==> src/rtl/isff_pkg.sv <==
package isff_pkg;

  // Default pattern capacity in bytes
  localparam int PatternBytesDefault = 8;
  // The search window never exceeds this many bytes
  localparam int WindowMaxBytes = 8;

  // Configuration register indexes
  localparam int CfgIdxW = 3;
  localparam logic [CfgIdxW-1:0] CfgSourceAddress   = 3'd0;
  localparam logic [CfgIdxW-1:0] CfgWantedPort      = 3'd1;
  localparam logic [CfgIdxW-1:0] CfgMatchAllPayload = 3'd2;
  localparam logic [CfgIdxW-1:0] CfgPatternBytes    = 3'd3;
  localparam logic [CfgIdxW-1:0] CfgPatternLength   = 3'd4;

  // Verdict codes
  localparam logic [2:0] VerdictOk        = 3'd0;
  localparam logic [2:0] VerdictNotV4     = 3'd1;
  localparam logic [2:0] VerdictSrcDiff   = 3'd2;
  localparam logic [2:0] VerdictNotTcp    = 3'd3;
  localparam logic [2:0] VerdictPortDiff  = 3'd4;
  localparam logic [2:0] VerdictNoPattern = 3'd5;
  localparam logic [2:0] VerdictTrunc     = 3'd6;

  // Header constants
  localparam logic [3:0]  IpVersion4   = 4'd4;
  localparam logic [7:0]  ProtoTcp     = 8'd6;
  localparam logic [3:0]  MinHdrWords  = 4'd5;
  localparam logic [15:0] PosVerIhl    = 16'd0;
  localparam logic [15:0] PosProto     = 16'd9;
  localparam logic [15:0] PosSrcFirst  = 16'd12;
  localparam logic [15:0] PosSrcLast   = 16'd15;
  localparam logic [15:0] RelDportLast = 16'd3;
  localparam logic [15:0] RelDataOff   = 16'd12;
  localparam logic [5:0]  IpHdrEndReset     = 6'd20;
  localparam logic [6:0]  PayloadStartReset = 7'd40;

  typedef struct packed {
    logic [31:0] source_address;
    logic [15:0] wanted_port;
    logic        match_all_payload;
    logic [63:0] pattern_bytes;
    logic [3:0]  pattern_length;
  } cfg_t;

  typedef struct packed {
    logic        accepted;
    logic [2:0]  verdict;
    logic [15:0] seen_source_port;
    logic [15:0] seen_dest_port;
    logic [15:0] payload_length;
  } res_t;

  typedef struct packed {
    logic step;   // payload byte enters the window
    logic clear;  // end of packet
  } win_ctrl_t;

endpackage

==> src/rtl/isff_window.sv <==
module isff_window #(
  parameter int PATTERN_BYTES = isff_pkg::PatternBytesDefault
) (
  input  logic                clk_i,
  input  logic                rst_ni,
  input  isff_pkg::win_ctrl_t ctrl_i,
  input  logic [7:0]          byte_i,
  input  logic [63:0]         pattern_i,
  input  logic [3:0]          length_i,
  output logic                found_o
);

  localparam int WinBytes = (PATTERN_BYTES < isff_pkg::WindowMaxBytes) ?
                            PATTERN_BYTES : isff_pkg::WindowMaxBytes;
  localparam int FillW = $clog2(WinBytes + 1);

  logic [WinBytes*8-1:0] win_q, win_d;
  logic [FillW-1:0]      fill_q, fill_d;
  logic                  found_q;
  logic [FillW-1:0]      used_len;
  logic                  all_ok;
  logic                  hit;

  // pattern length clamped to window size
  assign used_len = (length_i > 4'(WinBytes)) ? FillW'(WinBytes) : length_i[FillW-1:0];

  always_comb begin
    win_d[7:0] = byte_i;
    for (int k = 1; k < WinBytes; k++) begin
      win_d[k*8 +: 8] = win_q[(k-1)*8 +: 8];
    end
  end

  assign fill_d = (fill_q < FillW'(WinBytes)) ? fill_q + FillW'(1) : fill_q;

  // low byte is the newest, compared with the last pattern byte
  always_comb begin
    all_ok = 1'b1;
    for (int k = 0; k < WinBytes; k++) begin
      if ((k < int'(used_len)) && (win_d[k*8 +: 8] != pattern_i[k*8 +: 8])) begin
        all_ok = 1'b0;
      end
    end
  end

  assign hit     = (used_len != '0) && (fill_d >= used_len) && all_ok;
  assign found_o = found_q | (ctrl_i.step & hit);

  always_ff @(posedge clk_i) begin
    if (ctrl_i.step) begin
      win_q <= win_d;
    end
  end

  always_ff @(posedge clk_i or negedge rst_ni) begin
    if (!rst_ni) begin
      fill_q  <= '0;
      found_q <= 1'b0;
    end else if (ctrl_i.clear) begin
      fill_q  <= '0;
      found_q <= 1'b0;
    end else if (ctrl_i.step) begin
      fill_q  <= fill_d;
      found_q <= found_o;
    end
  end

endmodule

==> src/rtl/isff_parser.sv <==
module isff_parser #(
  parameter int PATTERN_BYTES = isff_pkg::PatternBytesDefault
) (
  input  logic           clk_i,
  input  logic           rst_ni,
  input  logic           fire_i,
  input  logic [7:0]     byte_i,
  input  logic           final_i,
  input  isff_pkg::cfg_t cfg_i,
  output isff_pkg::res_t res_o
);

  logic [15:0] pos_q, pos_d;
  logic [5:0]  ihe_q, ihe_d;
  logic [6:0]  ps_q, ps_d;
  logic [23:0] addr_q;
  logic [2:0]  ff_q, ff_d;
  logic [15:0] sport_q, sport_d;
  logic [15:0] dport_q, dport_d;

  logic [3:0]  ihl;
  logic [3:0]  off;
  logic [2:0]  code;
  logic        in_tcp;
  logic [15:0] rel;
  logic [16:0] p_ext;
  logic        past_hdr;
  logic        header_done;
  logic [16:0] plen;
  logic        found;
  logic [2:0]  verdict;
  isff_pkg::win_ctrl_t win_ctrl;

  assign p_ext = {1'b0, pos_q};

  always_comb begin
    ihl   = (byte_i[3:0] < isff_pkg::MinHdrWords) ? isff_pkg::MinHdrWords : byte_i[3:0];
    off   = (byte_i[7:4] < isff_pkg::MinHdrWords) ? isff_pkg::MinHdrWords : byte_i[7:4];
    ihe_d = (pos_q == isff_pkg::PosVerIhl) ? {ihl, 2'b00} : ihe_q;
    code  = isff_pkg::VerdictOk;
    if ((pos_q == isff_pkg::PosVerIhl) && (byte_i[7:4] != isff_pkg::IpVersion4)) begin
      code = isff_pkg::VerdictNotV4;
    end
    if ((pos_q == isff_pkg::PosProto) && (byte_i != isff_pkg::ProtoTcp)) begin
      code = isff_pkg::VerdictNotTcp;
    end
    if ((pos_q == isff_pkg::PosSrcLast) && ({addr_q, byte_i} != cfg_i.source_address)) begin
      code = isff_pkg::VerdictSrcDiff;
    end

    in_tcp  = p_ext >= 17'(ihe_d);
    rel     = pos_q - 16'(ihe_d);
    sport_d = sport_q;
    dport_d = dport_q;
    ps_d    = ps_q;
    if (in_tcp) begin
      if (rel < 16'd2) begin
        sport_d = {sport_q[7:0], byte_i};
      end else if (rel < 16'd4) begin
        dport_d = {dport_q[7:0], byte_i};
        if ((rel == isff_pkg::RelDportLast) && (cfg_i.wanted_port != 16'd0) &&
            (dport_d != cfg_i.wanted_port)) begin
          code = isff_pkg::VerdictPortDiff;
        end
      end else if (rel == isff_pkg::RelDataOff) begin
        ps_d = {1'b0, ihe_d} + {1'b0, off, 2'b00};
      end
    end

    // lowest failure code wins
    ff_d = ((code != isff_pkg::VerdictOk) &&
            ((ff_q == isff_pkg::VerdictOk) || (code < ff_q))) ? code : ff_q;

    past_hdr    = p_ext > (17'(ihe_d) + 17'd12);
    header_done = past_hdr && ((p_ext + 17'd1) >= 17'(ps_d));
    plen        = header_done ? (p_ext + 17'd1 - 17'(ps_d)) : 17'd0;
  end

  assign win_ctrl.step  = fire_i && past_hdr && (p_ext >= 17'(ps_d));
  assign win_ctrl.clear = fire_i && final_i;

  isff_window #(
    .PATTERN_BYTES(PATTERN_BYTES)
  ) u_window (
    .clk_i    (clk_i),
    .rst_ni   (rst_ni),
    .ctrl_i   (win_ctrl),
    .byte_i   (byte_i),
    .pattern_i(cfg_i.pattern_bytes),
    .length_i (cfg_i.pattern_length),
    .found_o  (found)
  );

  always_comb begin
    priority if (ff_d != isff_pkg::VerdictOk) begin
      verdict = ff_d;
    end else if (!header_done) begin
      verdict = isff_pkg::VerdictTrunc;
    end else if (!cfg_i.match_all_payload && (cfg_i.pattern_length != 4'd0) && !found) begin
      verdict = isff_pkg::VerdictNoPattern;
    end else begin
      verdict = isff_pkg::VerdictOk;
    end
  end

  assign res_o.accepted         = (verdict == isff_pkg::VerdictOk);
  assign res_o.verdict          = verdict;
  assign res_o.seen_source_port = (p_ext >= (17'(ihe_d) + 17'd1)) ? sport_d : 16'd0;
  assign res_o.seen_dest_port   = (p_ext >= (17'(ihe_d) + 17'd3)) ? dport_d : 16'd0;
  assign res_o.payload_length   = plen[15:0];

  assign pos_d = (pos_q != 16'hffff) ? pos_q + 16'd1 : pos_q;

  always_ff @(posedge clk_i) begin
    if (fire_i && (pos_q >= isff_pkg::PosSrcFirst) && (pos_q < isff_pkg::PosSrcLast)) begin
      addr_q <= {addr_q[15:0], byte_i};
    end
  end

  always_ff @(posedge clk_i or negedge rst_ni) begin
    if (!rst_ni) begin
      pos_q   <= '0;
      ihe_q   <= isff_pkg::IpHdrEndReset;
      ps_q    <= isff_pkg::PayloadStartReset;
      ff_q    <= isff_pkg::VerdictOk;
      sport_q <= '0;
      dport_q <= '0;
    end else if (fire_i) begin
      if (final_i) begin
        pos_q   <= '0;
        ihe_q   <= isff_pkg::IpHdrEndReset;
        ps_q    <= isff_pkg::PayloadStartReset;
        ff_q    <= isff_pkg::VerdictOk;
        sport_q <= '0;
        dport_q <= '0;
      end else begin
        pos_q   <= pos_d;
        ihe_q   <= ihe_d;
        ps_q    <= ps_d;
        ff_q    <= ff_d;
        sport_q <= sport_d;
        dport_q <= dport_d;
      end
    end
  end

endmodule

==> src/rtl/ipv4_tcp_sniff_filter.sv <==
// A byte accepted is held in the input register and processed from there;
// for a final byte its verdict is loaded into the output register once that
// register is free, and shows at the outputs from there.
// Throughput: one byte per cycle; only a stalled verdict, waiting in the
// output register while another final byte is ready, holds the input.
// Reset (rst_ni, async, active low) clears the packet state, the output valid
// and the configuration (match-all on, everything else zero).
module ipv4_tcp_sniff_filter #(
  parameter int PATTERN_BYTES = isff_pkg::PatternBytesDefault
) (
  input  logic                          clk_i,
  input  logic                          rst_ni,
  // byte input channel
  input  logic                          in_valid_i,
  output logic                          in_stall_o,
  input  logic [7:0]                    packet_byte_i,
  input  logic                          final_byte_i,
  // verdict output channel
  output logic                          out_valid_o,
  input  logic                          out_stall_i,
  output logic                          accepted_o,
  output logic [2:0]                    verdict_o,
  output logic [15:0]                   seen_source_port_o,
  output logic [15:0]                   seen_dest_port_o,
  output logic [15:0]                   payload_length_o,
  // configuration write channel
  input  logic                          cfg_valid_i,
  output logic                          cfg_ready_o,
  input  logic [isff_pkg::CfgIdxW-1:0]  cfg_index_i,
  input  logic [63:0]                   cfg_data_i
);

  isff_pkg::cfg_t cfg_q;

  // input register
  logic       v1_q;
  logic [7:0] byte1_q;
  logic       final1_q;

  // result register
  logic           ov_q;
  isff_pkg::res_t res_q;
  isff_pkg::res_t res_comb;

  logic out_free;
  logic s1_fire;
  logic in_xfer;

  // Config writes always taken (no check); user must write only while idle.
  assign cfg_ready_o = 1'b1;

  always_ff @(posedge clk_i or negedge rst_ni) begin
    if (!rst_ni) begin
      cfg_q.source_address    <= '0;
      cfg_q.wanted_port       <= '0;
      cfg_q.match_all_payload <= 1'b1;
      cfg_q.pattern_bytes     <= '0;
      cfg_q.pattern_length    <= '0;
    end else if (cfg_valid_i) begin
      unique case (cfg_index_i)
        isff_pkg::CfgSourceAddress:   cfg_q.source_address    <= cfg_data_i[31:0];
        isff_pkg::CfgWantedPort:      cfg_q.wanted_port       <= cfg_data_i[15:0];
        isff_pkg::CfgMatchAllPayload: cfg_q.match_all_payload <= cfg_data_i[0];
        isff_pkg::CfgPatternBytes:    cfg_q.pattern_bytes     <= cfg_data_i;
        isff_pkg::CfgPatternLength:   cfg_q.pattern_length    <= cfg_data_i[3:0];
        default: begin
          // unknown index: no register
        end
      endcase
    end
  end

  // Output register is free when empty or when its verdict leaves this cycle.
  assign out_free = !ov_q || !out_stall_i;
  // A non-final byte never needs the output register.
  assign s1_fire  = v1_q && (!final1_q || out_free);
  assign in_stall_o = v1_q && !s1_fire;
  assign in_xfer  = in_valid_i && !in_stall_o;

  always_ff @(posedge clk_i or negedge rst_ni) begin
    if (!rst_ni) begin
      v1_q <= 1'b0;
    end else if (in_xfer) begin
      v1_q <= 1'b1;
    end else if (s1_fire) begin
      v1_q <= 1'b0;
    end
  end

  always_ff @(posedge clk_i) begin
    if (in_xfer) begin
      byte1_q  <= packet_byte_i;
      final1_q <= final_byte_i;
    end
  end

  // header unpack, filter tests and payload search
  isff_parser #(
    .PATTERN_BYTES(PATTERN_BYTES)
  ) u_parser (
    .clk_i  (clk_i),
    .rst_ni (rst_ni),
    .fire_i (s1_fire),
    .byte_i (byte1_q),
    .final_i(final1_q),
    .cfg_i  (cfg_q),
    .res_o  (res_comb)
  );

  always_ff @(posedge clk_i or negedge rst_ni) begin
    if (!rst_ni) begin
      ov_q <= 1'b0;
    end else if (out_free) begin
      ov_q <= s1_fire && final1_q;
    end
  end

  always_ff @(posedge clk_i) begin
    if (out_free && s1_fire && final1_q) begin
      res_q <= res_comb;
    end
  end

  assign out_valid_o        = ov_q;
  assign accepted_o         = res_q.accepted;
  assign verdict_o          = res_q.verdict;
  assign seen_source_port_o = res_q.seen_source_port;
  assign seen_dest_port_o   = res_q.seen_dest_port;
  assign payload_length_o   = res_q.payload_length;

endmodule

==> config.mk <==
export PLATFORM = sky130hd
export DESIGN_NAME = ipv4_tcp_sniff_filter
export DESIGN_NICKNAME = d
export VERILOG_FILES = /design/src/rtl/isff_pkg.sv /design/src/rtl/isff_window.sv /design/src/rtl/isff_parser.sv /design/src/rtl/ipv4_tcp_sniff_filter.sv
export SDC_FILE = /design/constraint.sdc
export NUM_CORES = 1
export LEC_CHECK = 0
export BUFFER_PORTS_ARGS = -buffer_cell sky130_fd_sc_hd__buf_2
export CELL_PAD_IN_SITES_DETAIL_PLACEMENT = 0
export CELL_PAD_IN_SITES_GLOBAL_PLACEMENT = 1
export CORE_ASPECT_RATIO = 0.8
export CORE_UTILIZATION = 54
export CTS_BUF_LIST = sky130_fd_sc_hd__clkbuf_4
export CTS_CLUSTER_DIAMETER = 200
export DETAILED_ROUTE_END_ITERATION = 12
export GPL_ROUTABILITY_DRIVEN = 0
export PLACE_DENSITY = 0.95
export REMOVE_ABC_BUFFERS = 1
export SETUP_SLACK_MARGIN = 0.02
export SLEW_MARGIN = 20
export SYNTH_ARGS = -nofsm -noshare
export SYNTH_HDL_FRONTEND = slang
export SYNTH_SLANG_ARGS = --single-unit
==> constraint.sdc <==
create_clock -name clk_i -period 21.3 [get_ports clk_i]
set_input_delay 2.13 -clock clk_i [delete_from_list [all_inputs] [get_ports clk_i]]
set_output_delay 2.13 -clock clk_i [all_outputs]
set_load 0.02 [all_outputs]
Yosys cells after proc, flatten, opt, wreduce, memory -nomap -nowiden
Cells that the tools add are included.
Storage, ports and cells
  bits in registers: 329
  latch bits: 0
  memory bits (writable): 0
  bits in read-only memories: 0
  bits of input ports: 81
  word-level logic and storage cells: 183
  memories: 0
Cells by class
  $add $sub $neg: 9
  $mul: 0
  divide/modulo/power cells: 0
  $lt $le $gt $ge: 24
  eq/ne operators: 21
  shifts and indexed selects: 0
  multiplexer cells: 46
  bitwise gates (word level): 2
  reductions and logical operators: 57
Operators by type and width (number)
  $mux W16: 9
  $ne A8 B8 Y1: 8
  $eq A16 B4 Y1 const B: 3
  $mux W7: 5
  $ge A16 B17 Y1: 2
  $mux W3: 11
  $ne A32 B32 Y1: 1
  $logic_and A1 B1 Y1: 29
  $mux W4: 6
  $add A16 B1 Y17 const B: 1
  $ge A17 B7 Y1: 1
  $gt A16 B17 Y1: 1
  $add A16 B1 Y16 const B: 1
  $eq A16 B2 Y1 const B: 1
  $ge A16 B4 Y1 const B: 1
  $ge A16 B6 Y1: 1
  $ge A16 B7 Y1: 1
  $logic_not A16 Y1: 1
  $lt A16 B2 Y1 const B: 1
  $lt A16 B3 Y1 const B: 1
  $lt A16 B4 Y1 const B: 1
  $lt A3 B4 Y1 const A: 4
  $ne A16 B16 Y1: 1
  $ne A16 B16 Y1 const B: 1
  31 further kinds: 67

Logic depth before layout (Yosys ltp)
  word-level depth: 21
  mapped depth: 32

Modules after synthesis
From an unflattened synthesis, not the netlist that was laid out.
Second synthesis, totals
  cell total of the unflattened synthesis: 1392
  area total of the unflattened synthesis: 16833.6 um^2
By module, submodules not included
  isff_parser: instances 1, cells an instance 875, area each 7624.8 um^2, sequential area each 2327.2 um^2
  ipv4_tcp_sniff_filter: instances 1, cells an instance 326, area each 6381.1 um^2, sequential area each 4810.9 um^2
  isff_window: instances 1, cells an instance 191, area each 2827.7 um^2, sequential area each 1806.7 um^2

Worst setup path after synthesis
Ideal clock, no wire load.
  path kind: register -> register
  from: register u_parser.pos_q[1]
  to: register u_parser.u_window.fill_q[3]
  arrival time: 7.982 ns
  path slack: 13.242 ns
  cell stages (with the launch flop): 26
  path buffers: 2
  period minus slack after synthesis: 8.058 ns
  cells stage by stage: dfrtp_1 -> inv_1 -> ha_1 -> nor3b_1 -> nand4_1 -> buf_4 -> a21oi_1 -> inv_1 -> ha_1 -> nor3b_1 -> or3_1 -> o21ai_0 -> a2111oi_0 -> a211o_1 -> a21oi_4 -> nand2_4 -> clkbuf_1 -> mux2i_1 -> ha_1 -> a21oi_1 -> o21bai_1 -> a211oi_1 -> o21a_1 -> a211o_1 -> nor2_1 -> o221a_2
RTL lines
  start, declared: RTL line isff_parser.sv:13  | logic [15:0] pos_q, pos_d;
  start signal, assigned: RTL line isff_parser.sv:137  | pos_q <= pos_d;
  end signal, assigned: RTL line isff_window.sv:63  | fill_q <= fill_d;
  end, declared: RTL line isff_window.sv:18  | logic [FillW-1:0] fill_q, fill_d;

==> results.json <==
{
  "finalHoldViolations": 0,
  "cts_tree": "done",
  "slew_violations": 0,
  "area_delta_synth_final_pct": 13.3,
  "maxCapViolCount": 0,
  "antenna_left": 0,
  "critical_path_required_ns": 21.86,
  "grt_pass1_wl_um": 65500,
  "vdd.ir_drop.worst_v": 0.0000436,
  "syn_area_um2": 16700,
  "htree_num_levels": 3,
  "die_x_um": 199,
  "core_um2": 30500,
  "slowest_stage": "nor3b_1",
  "min_period_ns": 7.80,
  "clock_sinks": 329,
  "post-cts-setup-buffers": 0,
  "clockRootBuffer": "clkbuf_4",
  "grt_pass1_vias": 11853,
  "layout-drive-gt1-share": 0.264,
  "status": "finished clean",
  "slowest_delay_ns": 0.75,
  "first_iter_violations": 1072,
  "p_per_area_nw_per_um2": 89.4,
  "grt_max_degree": 71,
  "clkTransAtPathRegs_ns": 0.08,
  "die_area_um2": 31700,
  "io_buffers": 134,
  "yosysTopAreaCell": "dfrtp_1",
  "skew_ns": 0.0550,
  "place_inst": 1955,
  "vias": 12209,
  "synth_cell_types": 78,
  "crit_chain": "inv_1 > ha_1 > nor3b_1 > nand4_1 > a21oi_1 > inv_1 > ha_1 > nor3b_1 > or3_1 > o32ai_1 > o2111ai_1 > a21oi_4 > nand2_4 > o31ai_1 > ha_1 > a211oi_1 > nand2_1 > nor3b_1 > o31ai_1 > nor3_1 > nand2_1 > o221ai_1",
  "criticalPathCategory": "reg -> reg",
  "fmax_mhz": 128,
  "worstSetupStartpointType": "flop",
  "wire_per_inst_um": 19.6,
  "rsz0062_at_grt": "no",
  "dp_hpwl_um": 28800,
  "critPathArrivalTime_ns": 8.35,
  "grt_use_total": 0.269,
  "synth.avg_cell_area_um2": 11.6,
  "slew_headroom": 0.237,
  "ys_seq_elements": 329,
  "drtPass1Iterations": 5,
  "stdcell_count": 2109,
  "cts_resized": 0,
  "async_flop_share": 0.571,
  "cp-end-kind": "flop",
  "via_per_inst": 5.79,
  "whs_ns": 0.444,
  "synth_cells": 1449,
  "rows": 57,
  "clock_latency_ns": 0.76,
  "fillers": 2382,
  "hold_path_class": "reg -> reg",
  "synth_edf_count": 141,
  "start_util": 0.550,
  "fin_nets": 1760,
  "ys_top_cells_by_area": "dfrtp_1, edfxtp_1, mux2_2",
  "setup_viol": 0,
  "clockBufferDepth": 3,
  "wl_um": 41400,
  "ctsHoldBuffers": 0,
  "leakagePower_nw": 7.92,
  "pin_count": 136,
  "synth_top_cell_area_share": 0.274,
  "drc": 0,
  "crit_fanout": 15,
  "fp.dieH_um": 159,
  "synth-seq-area-share": 0.534,
  "numCtsBuffers": 82,
  "yosys_warnings": 0,
  "synthFlopType": "dfrtp_1",
  "postLayoutCellArea_um2": 19000,
  "placed_cell_area_um2": 17800,
  "final_common_cell": "dfrtp_1",
  "worstMarginPinSlew_ns": 1.14,
  "overflow": 0,
  "fin_setup_tns_ns": 0,
  "finalCritPeriodShare": 0.366,
  "antenna_found_initial": 1,
  "final_cell_mix": "dfrtp_1, edfxtp_1, buf_2, clkbuf_4, mux2_2"
}
[power breakdown]
part           switching, mW  internal (mW)  total, mW
clock network          0.266          0.290      0.556
logic                  0.187          0.159      0.346
registers             0.0651          0.727      0.793
total                  0.518           1.18       1.69
[final timing paths]
kind                       cells after the start  slack (ns)                    endpoint                       start
min reg2reg                                    0        0.44  u_parser.u_window.win_q[9]  u_parser.u_window.win_q[1]
max in group asynchronous                      2       18.50                    cfg_q[8]                      rst_ni
min                                            0        0.44  u_parser.u_window.win_q[9]  u_parser.u_window.win_q[1]
max reg2reg                                   22       13.50                verdict_o[0]           u_parser.pos_q[1]
min in group asynchronous                      1        1.37                   cfg_q[46]                      rst_ni
max                                           22       13.50                verdict_o[0]           u_parser.pos_q[1]
[registers in the layout, summed over array words and instances, names as in the netlist]
signal                     cells
seen_dest_port_o              16
u_parser.u_window.fill_q       4
u_parser.u_window.win_q       56
u_parser.ps_q                  7
seen_source_port_o            16
u_parser.addr_q               24
out_valid_o                    1
u_parser.ff_q                  3
u_parser.u_window.found_q      1
u_parser.ihe_q                 6
u_parser.sport_q              16
u_parser.pos_q                16
cfg_q                        117
u_parser.dport_q              16
final1_q                       1
byte1_q                        8
payload_length_o              16
accepted_o                     1
v1_q                           1
verdict_o                      3
[routing by layer]
layer / track usage / part of all wire
met1: 0.398 / 0.46
met3: 0.0665 / 0.085
met5: 0 / 0
met4: 0.0867 / 0.023
met2: 0.387 / 0.44
[Yosys cell counts (4+ instances only)]
cell / number
o31ai_1: 13
a21oi_1: 67
mux2i_1: 23
a21boi_0: 5
buf_2: 6
ha_1: 52
or3_1: 5
dfrtp_1: 183
nand4_1: 29
nor3_1: 20
a211oi_1: 6
a211o_1: 4
nand2_1: 103
clkbuf_1: 45
nor3b_1: 8
o211ai_1: 7
nor4_1: 28
a21o_1: 6
xor2_1: 72
a31oi_1: 7
nor2_1: 98
or2_2: 6
edfxtp_1: 141
and2_1: 23
o21ai_0: 90
nor2b_1: 15
inv_1: 30
buf_6: 5
o21a_1: 15
mux2_2: 119
nand3_1: 29
xnor2_1: 85
a22oi_1: 18
nand2b_1: 16
dfstp_2: 5
and3_1: 5
[final cells by class]
type,count,area [um2],area share
tap,413,517,0.0272
inverter,30,113,0.00594
sequential,329,8940,0.472
clock buffer,122,916,0.0483
multi-input combinational,1029,7450,0.393
clock inverter,31,195,0.0103
antenna,1,2.50,0.000132
timing repair buffer,154,830,0.0437
[per-stage QoR]
stage,utilization,power (mW),setup WS [ns]
finish,0.623,1.69,13.50
global route,0.623,1.78,12.70
detailed placement,0.586,1.14,13.78
global placement,0.586,1.13,14.19
floorplan,-,1.03,13.25
CTS,0.622,1.70,13.72
[cell families after synthesis]
logic type / count (synthesis) / share of synthesized area
AND/OR/NAND/NOR: 404 / 0.122
XOR/XNOR: 157 / 0.0822
flip-flops: 329 / 0.534
AO/OA/AOI/OAI: 269 / 0.101
buffers and inverters: 91 / 0.0235
multiplexers: 144 / 0.0961
other: 1 / 0.000224
adder cells (fa/ha/maj): 54 / 0.0407
[worst max-delay path, delay by kind of cell, from the launching register on]
family / cells / cell delay [ns]
fa+ha+maj: 3 / 0.89
compound gates: 8 / 2.87
simple gates: 9 / 2.97
buf+inv: 2 / 0.38
flops: 1 / 0.51
(Power assumes the default switching activity.)
